===== config.mk =====
export PLATFORM = sky130hd
export DESIGN_NAME = stepper_pulse_generator_unit_flat
export DESIGN_NICKNAME = d
export VERILOG_FILES = /design/src/design/spg_pkg.sv /design/src/design/spg_in_if.sv /design/src/design/spg_out_if.sv /design/src/design/spg_divider.sv /design/src/design/spg_ctrl.sv /design/src/design/spg_datapath.sv /design/src/design/stepper_pulse_generator_unit.sv /design/src/flat_wrapper.sv
export VERILOG_INCLUDE_DIRS = /design/src /design/src/design
export SDC_FILE = /design/constraint.sdc
export NUM_CORES = 2
export LEC_CHECK = 0
export ABC_AREA = 1
export BUFFER_PORTS_ARGS = -buffer_cell sky130_fd_sc_hd__buf_2
export CAP_MARGIN = 20
export CORE_MARGIN = 2
export CORE_UTILIZATION = 40
export DETAILED_ROUTE_END_ITERATION = 12
export SKIP_CTS_REPAIR_TIMING = 1
export SYNTH_ARGS = -nofsm -noshare
export SYNTH_HDL_FRONTEND = slang
export SYNTH_SLANG_ARGS = --single-unit

===== constraint.sdc =====
create_clock -name i_clk -period 11.1 [get_ports i_clk]
set_input_delay 2.22 -clock i_clk [delete_from_list [all_inputs] [get_ports i_clk]]
set_output_delay 2.22 -clock i_clk [all_outputs]
set_load 0.05 [all_outputs]

===== src/design/stepper_pulse_generator_unit_assert.svh =====
// Assertion macros used by the stepper pulse generator controller
`ifndef STEPPER_PULSE_GENERATOR_UNIT_ASSERT_SVH
`define STEPPER_PULSE_GENERATOR_UNIT_ASSERT_SVH

// same-cycle implication, disabled during reset
`define SPG_ASSERT_IMP(label, clk, rst_n, ante, cons) \
    label: assert property (@(posedge clk) disable iff (!rst_n) (ante) |-> (cons)) \
        else $error("spg assertion failed");

// next-cycle implication, disabled during reset
`define SPG_ASSERT_NXT(label, clk, rst_n, ante, cons) \
    label: assert property (@(posedge clk) disable iff (!rst_n) (ante) |=> (cons)) \
        else $error("spg assertion failed");

`endif


===== src/design/spg_pkg.sv =====
// Shared constants, codes and types of the stepper pulse generator
package spg_pkg;

    localparam int MOTOR_COUNT = 4;
    localparam int MIDX_W      = (MOTOR_COUNT > 1) ? $clog2(MOTOR_COUNT) : 1;
    localparam int LANE_BITS   = 4;

    localparam int KIND_W      = 3;
    localparam int MOTOR_W     = 3;
    localparam int VALUE_W     = 32;
    localparam int ERR_W       = 2;
    localparam int SPEED_W     = 20;
    localparam int PERIOD_W    = 28;
    localparam int PULSE_W     = 23;
    localparam int POS_W       = 32;
    localparam int ANGLE_W     = 16;

    localparam int CFG_INDEX_W = 2;
    localparam int CFG_DATA_W  = 28;

    localparam int DIVIDEND_W  = PERIOD_W;
    localparam int DIVISOR_W   = SPEED_W;
    localparam int DIV_CNT_W   = $clog2(DIVIDEND_W + 1);

    localparam logic [PULSE_W-1:0] ANGLE_SCALE = PULSE_W'(100);

    localparam logic [KIND_W-1:0] KIND_TICK   = 3'd0;
    localparam logic [KIND_W-1:0] KIND_SPEED  = 3'd1;
    localparam logic [KIND_W-1:0] KIND_DIR    = 3'd2;
    localparam logic [KIND_W-1:0] KIND_ENABLE = 3'd3;
    localparam logic [KIND_W-1:0] KIND_MOVE   = 3'd4;
    localparam logic [KIND_W-1:0] KIND_STATUS = 3'd5;

    localparam logic [ERR_W-1:0] ERR_OK    = 2'd0;
    localparam logic [ERR_W-1:0] ERR_MOTOR = 2'd1;
    localparam logic [ERR_W-1:0] ERR_PARAM = 2'd2;

    localparam logic [CFG_INDEX_W-1:0] REG_COUNTER_FREQ = 2'd0;
    localparam logic [CFG_INDEX_W-1:0] REG_MIN_SPEED    = 2'd1;
    localparam logic [CFG_INDEX_W-1:0] REG_MAX_SPEED    = 2'd2;
    localparam logic [CFG_INDEX_W-1:0] REG_STEP_ANGLE   = 2'd3;

    localparam logic [PERIOD_W-1:0] RST_COUNTER_FREQ = 28'd1000000;
    localparam logic [SPEED_W-1:0]  RST_MIN_SPEED    = 20'd1;
    localparam logic [SPEED_W-1:0]  RST_MAX_SPEED    = 20'd1000;
    localparam logic [ANGLE_W-1:0]  RST_STEP_ANGLE   = 16'd180;

    typedef struct packed {
        logic accept_single;
        logic div_start;
        logic div_apply;
        logic out_load;
    } t_ctrl_cmd;

    typedef struct packed {
        logic need_div;
        logic div_done;
    } t_ctrl_status;

    typedef struct packed {
        logic [ERR_W-1:0]       error;
        logic                   enabled;
        logic                   direction;
        logic [SPEED_W-1:0]     speed_now;
        logic [PULSE_W-1:0]     pulses_left;
        logic signed [POS_W-1:0] position;
        logic [LANE_BITS-1:0]   step_levels;
        logic [LANE_BITS-1:0]   finished;
    } t_result;

endpackage


===== src/design/spg_in_if.sv =====
// Command input channel of the stepper pulse generator
interface spg_in_if;
    logic                            valid;
    logic                            ready;
    logic [spg_pkg::KIND_W-1:0]      kind;
    logic [spg_pkg::MOTOR_W-1:0]     motor;
    logic [spg_pkg::VALUE_W-1:0]     value;

    modport source (output valid, output kind, output motor, output value, input ready);
    modport sink   (input valid, input kind, input motor, input value, output ready);
endinterface


===== src/design/spg_out_if.sv =====
// Result output channel of the stepper pulse generator
interface spg_out_if;
    logic                              valid;
    logic                              ready;
    logic [spg_pkg::ERR_W-1:0]         error;
    logic                              enabled;
    logic                              direction;
    logic [spg_pkg::SPEED_W-1:0]       speed_now;
    logic [spg_pkg::PULSE_W-1:0]       pulses_left;
    logic signed [spg_pkg::POS_W-1:0]  position;
    logic [spg_pkg::LANE_BITS-1:0]     step_levels;
    logic [spg_pkg::LANE_BITS-1:0]     finished;

    modport source (output valid, output error, output enabled, output direction,
                    output speed_now, output pulses_left, output position,
                    output step_levels, output finished, input ready);
    modport sink   (input valid, input error, input enabled, input direction,
                    input speed_now, input pulses_left, input position,
                    input step_levels, input finished, output ready);
endinterface


===== src/design/spg_divider.sv =====
// Restoring divider, one quotient bit per cycle
module spg_divider (
    input  logic                               i_clk,
    input  logic                               i_rst_n,
    input  logic                               i_start,
    input  logic [spg_pkg::DIVIDEND_W-1:0]     i_dividend,
    input  logic [spg_pkg::DIVISOR_W-1:0]      i_divisor,
    output logic [spg_pkg::DIVIDEND_W-1:0]     o_quotient,
    output logic                               o_done
);

    logic [spg_pkg::DIVISOR_W-1:0]   r_rem;
    logic [spg_pkg::DIVISOR_W-1:0]   r_den;
    logic [spg_pkg::DIVIDEND_W-1:0]  r_quo;
    logic [spg_pkg::DIV_CNT_W-1:0]   r_cnt;

    logic [spg_pkg::DIVISOR_W:0]     rem_sh;
    logic [spg_pkg::DIVISOR_W:0]     diff;
    logic                            ge;
    logic [spg_pkg::DIVISOR_W-1:0]   n_rem;

    always_comb begin
        rem_sh = {r_rem, r_quo[spg_pkg::DIVIDEND_W-1]};
        diff   = rem_sh - {1'b0, r_den};
        ge     = (rem_sh >= {1'b0, r_den});
        n_rem  = ge ? diff[spg_pkg::DIVISOR_W-1:0] : rem_sh[spg_pkg::DIVISOR_W-1:0];
    end

    always_ff @(posedge i_clk) begin
        if (!i_rst_n) begin
            r_cnt <= '0;
        end else if (i_start) begin
            r_cnt <= spg_pkg::DIV_CNT_W'(spg_pkg::DIVIDEND_W);
        end else if (r_cnt != '0) begin
            r_cnt <= r_cnt - spg_pkg::DIV_CNT_W'(1);
        end
    end

    always_ff @(posedge i_clk) begin
        if (i_start) begin
            r_rem <= '0;
            r_den <= i_divisor;
            r_quo <= i_dividend;
        end else if (r_cnt != '0) begin
            r_rem <= n_rem;
            r_quo <= {r_quo[spg_pkg::DIVIDEND_W-2:0], ge};
        end
    end

    assign o_quotient = r_quo;
    assign o_done     = (r_cnt == '0);

endmodule


===== src/design/spg_ctrl.sv =====
// Controller: input acceptance, divide sequencing, output register valid
`include "stepper_pulse_generator_unit_assert.svh"

module spg_ctrl (
    input  logic                  i_clk,
    input  logic                  i_rst_n,
    input  logic                  i_in_valid,
    output logic                  o_in_ready,
    output logic                  o_out_valid,
    input  logic                  i_out_ready,
    input  spg_pkg::t_ctrl_status i_status,
    output spg_pkg::t_ctrl_cmd    o_cmd
);

    typedef enum logic [0:0] {
        S_IDLE,
        S_DIV
    } t_state;

    t_state r_state;
    logic   r_out_valid;
    logic   out_free;
    logic   accept;

    always_comb begin
        out_free            = !r_out_valid || i_out_ready;
        o_in_ready          = (r_state == S_IDLE) && out_free;
        accept              = i_in_valid && o_in_ready;
        o_cmd.accept_single = accept && !i_status.need_div;
        o_cmd.div_start     = accept && i_status.need_div;
        o_cmd.div_apply     = (r_state == S_DIV) && i_status.div_done && out_free;
        o_cmd.out_load      = o_cmd.accept_single || o_cmd.div_apply;
    end

    always_ff @(posedge i_clk) begin
        if (!i_rst_n) begin
            r_state     <= S_IDLE;
            r_out_valid <= 1'b0;
        end else begin
            case (r_state)
                S_IDLE: begin
                    if (o_cmd.div_start) r_state <= S_DIV;
                end
                S_DIV: begin
                    if (o_cmd.div_apply) r_state <= S_IDLE;
                end
                default: r_state <= S_IDLE;
            endcase
            if (o_cmd.out_load) begin
                r_out_valid <= 1'b1;
            end else if (i_out_ready) begin
                r_out_valid <= 1'b0;
            end
        end
    end

    assign o_out_valid = r_out_valid;

    `SPG_ASSERT_IMP(a_load_free, i_clk, i_rst_n, o_cmd.out_load, !r_out_valid || i_out_ready)
    `SPG_ASSERT_NXT(a_load_valid, i_clk, i_rst_n, o_cmd.out_load, r_out_valid)
    `SPG_ASSERT_NXT(a_div_enter, i_clk, i_rst_n, o_cmd.div_start, r_state == S_DIV)
    `SPG_ASSERT_IMP(a_apply_done, i_clk, i_rst_n, o_cmd.div_apply, i_status.div_done)

endmodule


===== src/design/spg_datapath.sv =====
// Datapath: config registers, per-motor state, divider and result register
module spg_datapath (
    input  logic                                i_clk,
    input  logic                                i_rst_n,
    input  logic                                i_cfg_we,
    input  logic [spg_pkg::CFG_INDEX_W-1:0]     i_cfg_index,
    input  logic [spg_pkg::CFG_DATA_W-1:0]      i_cfg_data,
    input  logic [spg_pkg::KIND_W-1:0]          i_kind,
    input  logic [spg_pkg::MOTOR_W-1:0]         i_motor,
    input  logic [spg_pkg::VALUE_W-1:0]         i_value,
    input  spg_pkg::t_ctrl_cmd                  i_cmd,
    output spg_pkg::t_ctrl_status               o_status,
    output spg_pkg::t_result                    o_result
);

    localparam int MC         = spg_pkg::MOTOR_COUNT;
    localparam int MIDX_LOCAL = spg_pkg::MIDX_W;

    logic [spg_pkg::PERIOD_W-1:0] r_counter_freq;
    logic [spg_pkg::SPEED_W-1:0]  r_min_speed;
    logic [spg_pkg::SPEED_W-1:0]  r_max_speed;
    logic [spg_pkg::ANGLE_W-1:0]  r_step_angle;

    logic                          r_enable  [MC];
    logic                          r_dir     [MC];
    logic [spg_pkg::SPEED_W-1:0]   r_speed   [MC];
    logic [spg_pkg::PERIOD_W-1:0]  r_reload  [MC];
    logic [spg_pkg::PERIOD_W-1:0]  r_half    [MC];
    logic [spg_pkg::PERIOD_W-1:0]  r_counter [MC];
    logic [spg_pkg::PULSE_W-1:0]   r_remain  [MC];
    logic [spg_pkg::POS_W-1:0]     r_pos     [MC];
    logic [spg_pkg::ERR_W-1:0]     r_err     [MC];

    logic                          n_enable  [MC];
    logic                          n_dir     [MC];
    logic [spg_pkg::SPEED_W-1:0]   n_speed   [MC];
    logic [spg_pkg::PERIOD_W-1:0]  n_reload  [MC];
    logic [spg_pkg::PERIOD_W-1:0]  n_half    [MC];
    logic [spg_pkg::PERIOD_W-1:0]  n_counter [MC];
    logic [spg_pkg::PULSE_W-1:0]   n_remain  [MC];
    logic [spg_pkg::POS_W-1:0]     n_pos     [MC];
    logic [spg_pkg::ERR_W-1:0]     n_err     [MC];

    logic                          r_op_is_move;
    logic [spg_pkg::MOTOR_W-1:0]   r_op_motor;
    logic [spg_pkg::SPEED_W-1:0]   r_op_speed;

    spg_pkg::t_result              r_out;
    spg_pkg::t_result              result;

    logic                          in_valid_motor;
    logic                          speed_ok;
    logic                          angle_ok;
    logic [spg_pkg::PULSE_W-1:0]   angle_mul;
    logic                          in_is_move;
    logic [spg_pkg::DIVIDEND_W-1:0] div_dividend;
    logic [spg_pkg::DIVISOR_W-1:0] div_divisor;
    logic [spg_pkg::DIVIDEND_W-1:0] quotient;
    logic                          div_done;

    logic [spg_pkg::MOTOR_W-1:0]   a_motor;
    logic                          a_valid;
    logic [MIDX_LOCAL-1:0]         a_idx;
    logic [spg_pkg::ERR_W-1:0]     err;
    logic [MC-1:0]                 fin_all;
    logic [MC-1:0]                 lvl_all;

    // command classification for the controller
    always_comb begin
        in_valid_motor = ({1'b0, i_motor} < (spg_pkg::MOTOR_W + 1)'(MC));
        speed_ok   = (i_value != '0)
                  && (i_value >= {12'b0, r_min_speed})
                  && (i_value <= {12'b0, r_max_speed});
        angle_ok   = (i_value[31:16] == '0) && (r_step_angle != '0);
        in_is_move = (i_kind == spg_pkg::KIND_MOVE);
        o_status.need_div = in_valid_motor
                         && (((i_kind == spg_pkg::KIND_SPEED) && speed_ok)
                          || (in_is_move && angle_ok));
        o_status.div_done = div_done;
        angle_mul    = spg_pkg::PULSE_W'(i_value[15:0]) * spg_pkg::ANGLE_SCALE;
        div_dividend = in_is_move ? spg_pkg::DIVIDEND_W'(angle_mul) : r_counter_freq;
        div_divisor  = in_is_move ? spg_pkg::DIVISOR_W'(r_step_angle)
                                  : i_value[spg_pkg::SPEED_W-1:0];
    end

    spg_divider u_div (
        .i_clk      (i_clk),
        .i_rst_n    (i_rst_n),
        .i_start    (i_cmd.div_start),
        .i_dividend (div_dividend),
        .i_divisor  (div_divisor),
        .o_quotient (quotient),
        .o_done     (div_done)
    );

    // next state of all motors and the result of the current transfer
    always_comb begin
        n_enable  = r_enable;
        n_dir     = r_dir;
        n_speed   = r_speed;
        n_reload  = r_reload;
        n_half    = r_half;
        n_counter = r_counter;
        n_remain  = r_remain;
        n_pos     = r_pos;
        n_err     = r_err;
        err       = spg_pkg::ERR_OK;
        fin_all   = '0;

        a_motor = i_cmd.div_apply ? r_op_motor : i_motor;
        a_valid = ({1'b0, a_motor} < (spg_pkg::MOTOR_W + 1)'(MC));
        a_idx   = a_motor[MIDX_LOCAL-1:0];

        if (i_cmd.accept_single) begin
            if (i_kind == spg_pkg::KIND_TICK) begin
                for (int m = 0; m < MC; m++) begin
                    if (r_enable[m] && (r_speed[m] != '0)) begin
                        if (r_counter[m] >= r_reload[m]) begin
                            n_counter[m] = '0;
                            n_pos[m] = r_dir[m] ? (r_pos[m] - spg_pkg::POS_W'(1))
                                                : (r_pos[m] + spg_pkg::POS_W'(1));
                            if (r_remain[m] != '0) begin
                                n_remain[m] = r_remain[m] - spg_pkg::PULSE_W'(1);
                                if (r_remain[m] == spg_pkg::PULSE_W'(1)) begin
                                    n_enable[m] = 1'b0;
                                    fin_all[m]  = 1'b1;
                                end
                            end
                        end else begin
                            n_counter[m] = r_counter[m] + spg_pkg::PERIOD_W'(1);
                        end
                    end
                end
            end else if (!(i_kind inside {[spg_pkg::KIND_SPEED:spg_pkg::KIND_STATUS]})) begin
                err = spg_pkg::ERR_PARAM;
            end else if (!a_valid) begin
                err = spg_pkg::ERR_MOTOR;
            end else begin
                case (i_kind)
                    spg_pkg::KIND_SPEED: begin
                        if (i_value == '0) begin
                            n_enable[a_idx]  = 1'b0;
                            n_counter[a_idx] = '0;
                            n_speed[a_idx]   = '0;
                            n_reload[a_idx]  = '0;
                            n_half[a_idx]    = '0;
                        end else begin
                            n_err[a_idx] = spg_pkg::ERR_PARAM;
                            err          = spg_pkg::ERR_PARAM;
                        end
                    end
                    spg_pkg::KIND_DIR: begin
                        if (i_value[31:1] != '0) begin
                            n_err[a_idx] = spg_pkg::ERR_PARAM;
                            err          = spg_pkg::ERR_PARAM;
                        end else begin
                            n_dir[a_idx] = i_value[0];
                        end
                    end
                    spg_pkg::KIND_ENABLE: begin
                        if (i_value[31:1] != '0) begin
                            n_err[a_idx] = spg_pkg::ERR_PARAM;
                            err          = spg_pkg::ERR_PARAM;
                        end else if (!i_value[0]) begin
                            n_enable[a_idx]  = 1'b0;
                            n_counter[a_idx] = '0;
                        end else begin
                            n_enable[a_idx] = 1'b1;
                        end
                    end
                    spg_pkg::KIND_MOVE: begin
                        n_err[a_idx] = spg_pkg::ERR_PARAM;
                        err          = spg_pkg::ERR_PARAM;
                    end
                    spg_pkg::KIND_STATUS: begin
                        err = r_err[a_idx];
                    end
                    default: ;
                endcase
            end
        end else if (i_cmd.div_apply) begin
            n_counter[a_idx] = '0;
            if (r_op_is_move) begin
                if (quotient == '0) begin
                    n_remain[a_idx] = '0;
                    n_enable[a_idx] = 1'b0;
                end else begin
                    n_remain[a_idx] = quotient[spg_pkg::PULSE_W-1:0];
                    n_enable[a_idx] = 1'b1;
                end
            end else begin
                n_reload[a_idx] = (quotient == '0) ? '0
                                                   : (quotient - spg_pkg::PERIOD_W'(1));
                n_half[a_idx]   = quotient >> 1;
                n_speed[a_idx]  = r_op_speed;
            end
        end

        for (int m = 0; m < MC; m++) begin
            lvl_all[m] = n_enable[m] && (n_speed[m] != '0) && (n_counter[m] < n_half[m]);
        end

        result.error = err;
        if (a_valid) begin
            result.enabled     = n_enable[a_idx];
            result.direction   = n_dir[a_idx];
            result.speed_now   = n_speed[a_idx];
            result.pulses_left = n_remain[a_idx];
            result.position    = $signed(n_pos[a_idx]);
        end else begin
            result.enabled     = 1'b0;
            result.direction   = 1'b0;
            result.speed_now   = '0;
            result.pulses_left = '0;
            result.position    = '0;
        end
        result.step_levels = spg_pkg::LANE_BITS'(lvl_all);
        result.finished    = spg_pkg::LANE_BITS'(fin_all);
    end

    always_ff @(posedge i_clk) begin
        if (!i_rst_n) begin
            r_counter_freq <= spg_pkg::RST_COUNTER_FREQ;
            r_min_speed    <= spg_pkg::RST_MIN_SPEED;
            r_max_speed    <= spg_pkg::RST_MAX_SPEED;
            r_step_angle   <= spg_pkg::RST_STEP_ANGLE;
        end else if (i_cfg_we) begin
            case (i_cfg_index)
                spg_pkg::REG_COUNTER_FREQ: r_counter_freq <= i_cfg_data;
                spg_pkg::REG_MIN_SPEED:    r_min_speed  <= i_cfg_data[spg_pkg::SPEED_W-1:0];
                spg_pkg::REG_MAX_SPEED:    r_max_speed  <= i_cfg_data[spg_pkg::SPEED_W-1:0];
                spg_pkg::REG_STEP_ANGLE:   r_step_angle <= i_cfg_data[spg_pkg::ANGLE_W-1:0];
                default: ;
            endcase
        end
    end

    always_ff @(posedge i_clk) begin
        if (!i_rst_n) begin
            for (int m = 0; m < MC; m++) begin
                r_enable[m]  <= 1'b0;
                r_dir[m]     <= 1'b0;
                r_speed[m]   <= '0;
                r_reload[m]  <= '0;
                r_half[m]    <= '0;
                r_counter[m] <= '0;
                r_remain[m]  <= '0;
                r_pos[m]     <= '0;
                r_err[m]     <= spg_pkg::ERR_OK;
            end
        end else begin
            r_enable  <= n_enable;
            r_dir     <= n_dir;
            r_speed   <= n_speed;
            r_reload  <= n_reload;
            r_half    <= n_half;
            r_counter <= n_counter;
            r_remain  <= n_remain;
            r_pos     <= n_pos;
            r_err     <= n_err;
        end
    end

    always_ff @(posedge i_clk) begin
        if (i_cmd.div_start) begin
            r_op_is_move <= in_is_move;
            r_op_motor   <= i_motor;
            r_op_speed   <= i_value[spg_pkg::SPEED_W-1:0];
        end
        if (i_cmd.out_load) begin
            r_out <= result;
        end
    end

    assign o_result = r_out;

endmodule


===== src/design/stepper_pulse_generator_unit.sv =====
// Stepper pulse generator: step/direction state for several motors
//
// Usage: commands enter on i_in (kind, motor, value); every transfer yields
// exactly one result on o_out, in order. A tick advances the period counter
// of each enabled motor with nonzero speed by one counter clock. Registers
// must be written on i_cfg_* only while idle by the user; the block does
// not enforce it. Ticks, direction, enable, status, zero speed and every
// rejected command reach the output register in the cycle after their input
// transfer and run at one transfer per cycle unless the receiver stalls. An
// accepted speed (counter_freq/speed) or move (angle*100/step_angle) uses
// the shared 28-step restoring divider, and no new input is taken until its
// result is loaded. When the receiver stalls, the result holds in the output
// register; the next input is still taken if the receiver takes the pending
// result in the same cycle, otherwise input stalls as well.
// Reset (synchronous, active low) disables all motors, clears speeds,
// counters, positions and errors, and loads the register reset values.
module stepper_pulse_generator_unit (
    input  logic                              i_clk,
    input  logic                              i_rst_n,
    spg_in_if.sink                            i_in,
    spg_out_if.source                         o_out,
    input  logic                              i_cfg_we,
    input  logic [spg_pkg::CFG_INDEX_W-1:0]   i_cfg_index,
    input  logic [spg_pkg::CFG_DATA_W-1:0]    i_cfg_data
);

    spg_pkg::t_ctrl_cmd    cmd;
    spg_pkg::t_ctrl_status status;
    spg_pkg::t_result      result;
    logic                  in_ready;
    logic                  out_valid;

    spg_ctrl u_ctrl (
        .i_clk       (i_clk),
        .i_rst_n     (i_rst_n),
        .i_in_valid  (i_in.valid),
        .o_in_ready  (in_ready),
        .o_out_valid (out_valid),
        .i_out_ready (o_out.ready),
        .i_status    (status),
        .o_cmd       (cmd)
    );

    spg_datapath u_dp (
        .i_clk       (i_clk),
        .i_rst_n     (i_rst_n),
        .i_cfg_we    (i_cfg_we),
        .i_cfg_index (i_cfg_index),
        .i_cfg_data  (i_cfg_data),
        .i_kind      (i_in.kind),
        .i_motor     (i_in.motor),
        .i_value     (i_in.value),
        .i_cmd       (cmd),
        .o_status    (status),
        .o_result    (result)
    );

    assign i_in.ready        = in_ready;
    assign o_out.valid       = out_valid;
    assign o_out.error       = result.error;
    assign o_out.enabled     = result.enabled;
    assign o_out.direction   = result.direction;
    assign o_out.speed_now   = result.speed_now;
    assign o_out.pulses_left = result.pulses_left;
    assign o_out.position    = result.position;
    assign o_out.step_levels = result.step_levels;
    assign o_out.finished    = result.finished;

endmodule

===== src/flat_wrapper.sv =====
// flat-port wrapper written by rule: the top's interface ports become plain ports
module stepper_pulse_generator_unit_flat 
  (i_clk, i_rst_n, i_cfg_we, i_cfg_index, i_cfg_data, i_in_valid, i_in_kind, i_in_motor, i_in_value, i_in_ready, o_out_valid, o_out_error, o_out_enabled, o_out_direction, o_out_speed_now, o_out_pulses_left, o_out_position, o_out_step_levels, o_out_finished, o_out_ready);
  spg_in_if i_in_i ();
  spg_out_if o_out_i ();
  input  logic i_clk;
  input  logic i_rst_n;
  input  logic i_cfg_we;
  input  logic [spg_pkg::CFG_INDEX_W-1:0] i_cfg_index;
  input  logic [spg_pkg::CFG_DATA_W-1:0] i_cfg_data;
  input wire logic [$bits(i_in_i.valid)-1:0] i_in_valid;
  input wire logic [$bits(i_in_i.kind)-1:0] i_in_kind;
  input wire logic [$bits(i_in_i.motor)-1:0] i_in_motor;
  input wire logic [$bits(i_in_i.value)-1:0] i_in_value;
  output wire logic [$bits(i_in_i.ready)-1:0] i_in_ready;
  output wire logic [$bits(o_out_i.valid)-1:0] o_out_valid;
  output wire logic [$bits(o_out_i.error)-1:0] o_out_error;
  output wire logic [$bits(o_out_i.enabled)-1:0] o_out_enabled;
  output wire logic [$bits(o_out_i.direction)-1:0] o_out_direction;
  output wire logic [$bits(o_out_i.speed_now)-1:0] o_out_speed_now;
  output wire logic [$bits(o_out_i.pulses_left)-1:0] o_out_pulses_left;
  output wire logic [$bits(o_out_i.position)-1:0] o_out_position;
  output wire logic [$bits(o_out_i.step_levels)-1:0] o_out_step_levels;
  output wire logic [$bits(o_out_i.finished)-1:0] o_out_finished;
  input wire logic [$bits(o_out_i.ready)-1:0] o_out_ready;
  assign i_in_i.valid = i_in_valid;
  assign i_in_i.kind = i_in_kind;
  assign i_in_i.motor = i_in_motor;
  assign i_in_i.value = i_in_value;
  assign i_in_ready = i_in_i.ready;
  assign o_out_valid = o_out_i.valid;
  assign o_out_error = o_out_i.error;
  assign o_out_enabled = o_out_i.enabled;
  assign o_out_direction = o_out_i.direction;
  assign o_out_speed_now = o_out_i.speed_now;
  assign o_out_pulses_left = o_out_i.pulses_left;
  assign o_out_position = o_out_i.position;
  assign o_out_step_levels = o_out_i.step_levels;
  assign o_out_finished = o_out_i.finished;
  assign o_out_i.ready = o_out_ready;
  stepper_pulse_generator_unit u_core (.i_clk(i_clk), .i_rst_n(i_rst_n), .i_in(i_in_i), .o_out(o_out_i), .i_cfg_we(i_cfg_we), .i_cfg_index(i_cfg_index), .i_cfg_data(i_cfg_data));
endmodule

==> impl_results.md <==
- Max-capacitance violation count: 0
- Number of H-tree branching levels: 3
- Worst path most repeated cell: sky130_fd_sc_hd__nand2_1
- CTS Buf Count: 110
- Net count of the mapped netlist: 9,980
- Worst voltage drop across the vdd grid: 0.000141 V
- Setup tns final: 0 ps
- Origin of the worst min-delay path: u_core.u_dp.r_err[2]
- Worst reg2reg endpoint: u_core.u_dp.o_result[5]
- Critical path's top delay family: simple AND/OR/NAND/NOR gates
- Share of post-route cells with drive strength above 1: 0.0569
- Proportion of synthesized chip area in sequential cells: 0.318
- Global route total overflow: 0
- Largest net degree at the start of global routing: 192
- Status: finished clean
- CTS clock-pin slew for the worst setup and hold paths: 60 ps
- Detailed-router iteration count before antenna repair: 6
- Total count of hold-check failures in the final report: 0
- Final standard cell count with taps included and fillers excluded: 11,600
- Crit path required time: 11,710 ps
- Depth of the worst register-to-register path: 30
- Final weighted congestion of routability-driven global placement: 0.960
- Syn. warnings: 0
- Worst max-slew margin expressed relative to the limit: 0.167
- Vias in the first global route: 59,200
- Commonest non-fill, non-tap cell in the layout: sky130_fd_sc_hd__nand2_1
- Worst-path cell with the longest stage delay: sky130_fd_sc_hd__nor2_4
- Vias after detailed routing: 64,100
- Maximum count of clock buffers along a single path: 3
- Clock tree from TritonCTS: built
- Fill cell count: 16,100
- Setup slack, reg-to-reg: 4350 ps
- Worst Path Class, Setup: primary input to register
- Number of standard cells after synthesis: 9,408
- Yosys reg bits: 922
- Fraction of the cycle the final worst path needs: 0.732
- Hold Path Stages: 2
- Total leakage power: 30.1 nW
- Initial core utilization: 0.403
- Post-synthesis area per instance: 6.69 um^2
- Die X-Extent: 401 um
- Wirelength, routed: 250 mm
- Final Max Tran Viols: 0
- Residual DRC: 0
- Slowest stage delay, CP: 930 ps
- Worst min path class: register to register
- Slew at the pin with the worst max-slew slack: 1240 ps
- Row count: 145
- CP Max Fanout: 69
- Vias per cell: 5.55
- Worst hold endpoint: u_core.u_dp.r_err[2]
- Number of nets at the end of the flow: 9,961
- Antenna violations before repair: 14
- Layout-stage area growth over the synthesis result: 10.5%
- Internal power summed over all cells: 6.76 mW
- Number of endpoints failing setup at the final stage: 0
- Relative contribution of the clock network to total power: 0.382
- Root Driver: sky130_fd_sc_hd__clkbuf_16
- Floorplan die area: 161,000 um^2
- Critical path depth: 28
- Number of synthesized flops with an enable pin: 159
- RSZ-0062 raised after global routing: no
- Top library cells by usage in the layout, fill and taps aside: 1,988 x sky130_fd_sc_hd__nand2_1, 1,251 x sky130_fd_sc_hd__inv_1, 1,251 x sky130_fd_sc_hd__nor2_1
- Overall global routing resource usage: 0.300
- First-pass GRT wire length: 371 mm
- Insertion delay of the later-clocked pin in the worst-skew pair: 770 ps
- Tmin final: 8130 ps
- Net switching fraction of the power: 0.365
- Buffering stage count on the worst path with inverters included: 5
- Arrival time at the worst endpoint: 8730 ps
- Count of input and output buffers: 161
- Netlist cell types: 69
- Post-Syn Area: 63,000 um^2
- Kind of start point of the critical path: primary input
- Vertical die dimension: 401 um
- Wire per inst: 21.6 um
- Combinational cell fraction of total power: 0.254
- Switching power total: 3.89 mW
- Clock Skew: 70.8 ps
- Kind of end point of the critical path: register
- DPL Wire Length: 182 mm
- Primary FF master, synth: sky130_fd_sc_hd__dfxtp_1
- Remaining antenna violation count: 0
- Violation count after the first detailed-route iteration: 6,626
- Power density relative to cell area: 153 nW/um^2
- R2r startpoint: u_core.u_dp.u_div.r_cnt[0]
- Number of cells in the design after placement: 11,300
- Top-level port count: 162
- CTS sink cnt: 922
- Area inside the core boundary: 156,000 um^2
- Fraction of registers with async set/reset: 0
- Part of the total power dissipated in sequential elements: 0.365
- Max Clock Freq: 123 MHz
==> routing by layer <==
metal,part of all wire,global-route usage,vias up,wire (um)
met4,0.060,0.161,2,15100
met5,0.000052,0,-,13
met1,0.42,0.392,29900,106000
met3,0.075,0.0447,553,18800
met2,0.44,0.478,2688,110000
li1,-,-,30900,-
==> synth_stat cells, drive strengths merged, types with 128 or more instances <==
cell | number | area [um^2]
buf | 128 | 677
edfxtp | 159 | 4770
nand2 | 2002 | 7540
a21oi | 657 | 3300
o21ai | 904 | 4550
nor2 | 1270 | 4860
nand4 | 133 | 832
ha | 483 | 6040
inv | 1282 | 4810
xor2 | 154 | 1350
dfxtp | 763 | 15300
nand3 | 380 | 1910
clkbuf | 255 | 957
==> worst max-delay path by stage <==
stage                              endpoint  slack (ps)     startpoint
detailed placement  u_core.u_dp.o_result[4]        2390  i_in_value[0]
CTS                 u_core.u_dp.o_result[4]        3180  i_in_value[0]
finish              u_core.u_dp.o_result[4]        2970  i_in_value[0]
floorplan           u_core.u_dp.o_result[0]        4650  i_in_value[0]
global placement    u_core.u_dp.o_result[7]        2530  i_in_value[0]
global route        u_core.u_dp.o_result[4]        2610  i_in_value[0]
==> power groups by stage <==
stage	Combinational [mW]	Sequential, mW	Clock, mW
6_report	2.70	3.89	4.07
5_1_grt	2.87	3.89	4.25
4_1_cts	2.62	3.87	4.11
2_1_floorplan	1.47	3.87	0
3_5_place_dp	2.61	3.94	0
3_3_place_gp	2.59	3.95	0
==> per-stage QoR <==
| step | area (um^2) | setup slack (ps) | total power, mW | util | hold WS, ps |
|---|---|---|---|---|---|
| finish | 69600 | 2970 | 10.7 | 0.445 | 443 |
| floorplan | 63000 | 4650 | 5.33 | - | 415 |
| detailed placement | 65500 | 2390 | 6.55 | 0.419 | 429 |
| global route | 69500 | 2610 | 11.0 | 0.445 | 472 |
| global placement | 65500 | 2530 | 6.54 | 0.419 | 424 |
| CTS | 69500 | 3180 | 10.6 | 0.445 | 440 |
==> cell type report <==
class | count | area, um^2 | area share
antenna | 9 | 22.5 | 0.000324
clock inverter | 59 | 853 | 0.0123
inverter | 1292 | 4860 | 0.0698
multi-input combinational | 6811 | 36500 | 0.525
clock buffer | 149 | 3170 | 0.0456
timing repair buffer | 252 | 1530 | 0.0220
sequential | 922 | 20000 | 0.288
tap | 2058 | 2570 | 0.0370
==> state kept, by name, indices dropped and copies added (netlist names), 28 cells and up <==
name                          cells
u_core.u_dp.o_result             87
u_core.u_dp.r_reload            112
u_core.u_dp.r_speed              80
u_core.u_dp.r_counter_freq       28
u_core.u_dp.r_remain             92
u_core.u_dp.r_half              112
u_core.u_dp.r_counter           112
u_core.u_dp.u_div.o_quotient     28
u_core.u_dp.r_pos               128
==> cells by family after synthesis <==
group                    Yosys count  share of synthesized area
adder cells (fa/ha/maj)          499                      0.101
AND/OR/NAND/NOR                 4044                      0.265
AO/OA/AOI/OAI                   2014                      0.178
flip-flops                       922                      0.318
multiplexers                      12                    0.00191
buffers and inverters           1675                      0.103
XOR/XNOR                         242                     0.0337
==> tightest hold or removal path, stage by stage (launching register included) <==
cell,delay [ps]
sky130_fd_sc_hd__dfxtp_1,310
sky130_fd_sc_hd__nand2_1,50
sky130_fd_sc_hd__nor2_1,40
Note: power is estimated with default switching activity, not from simulation.
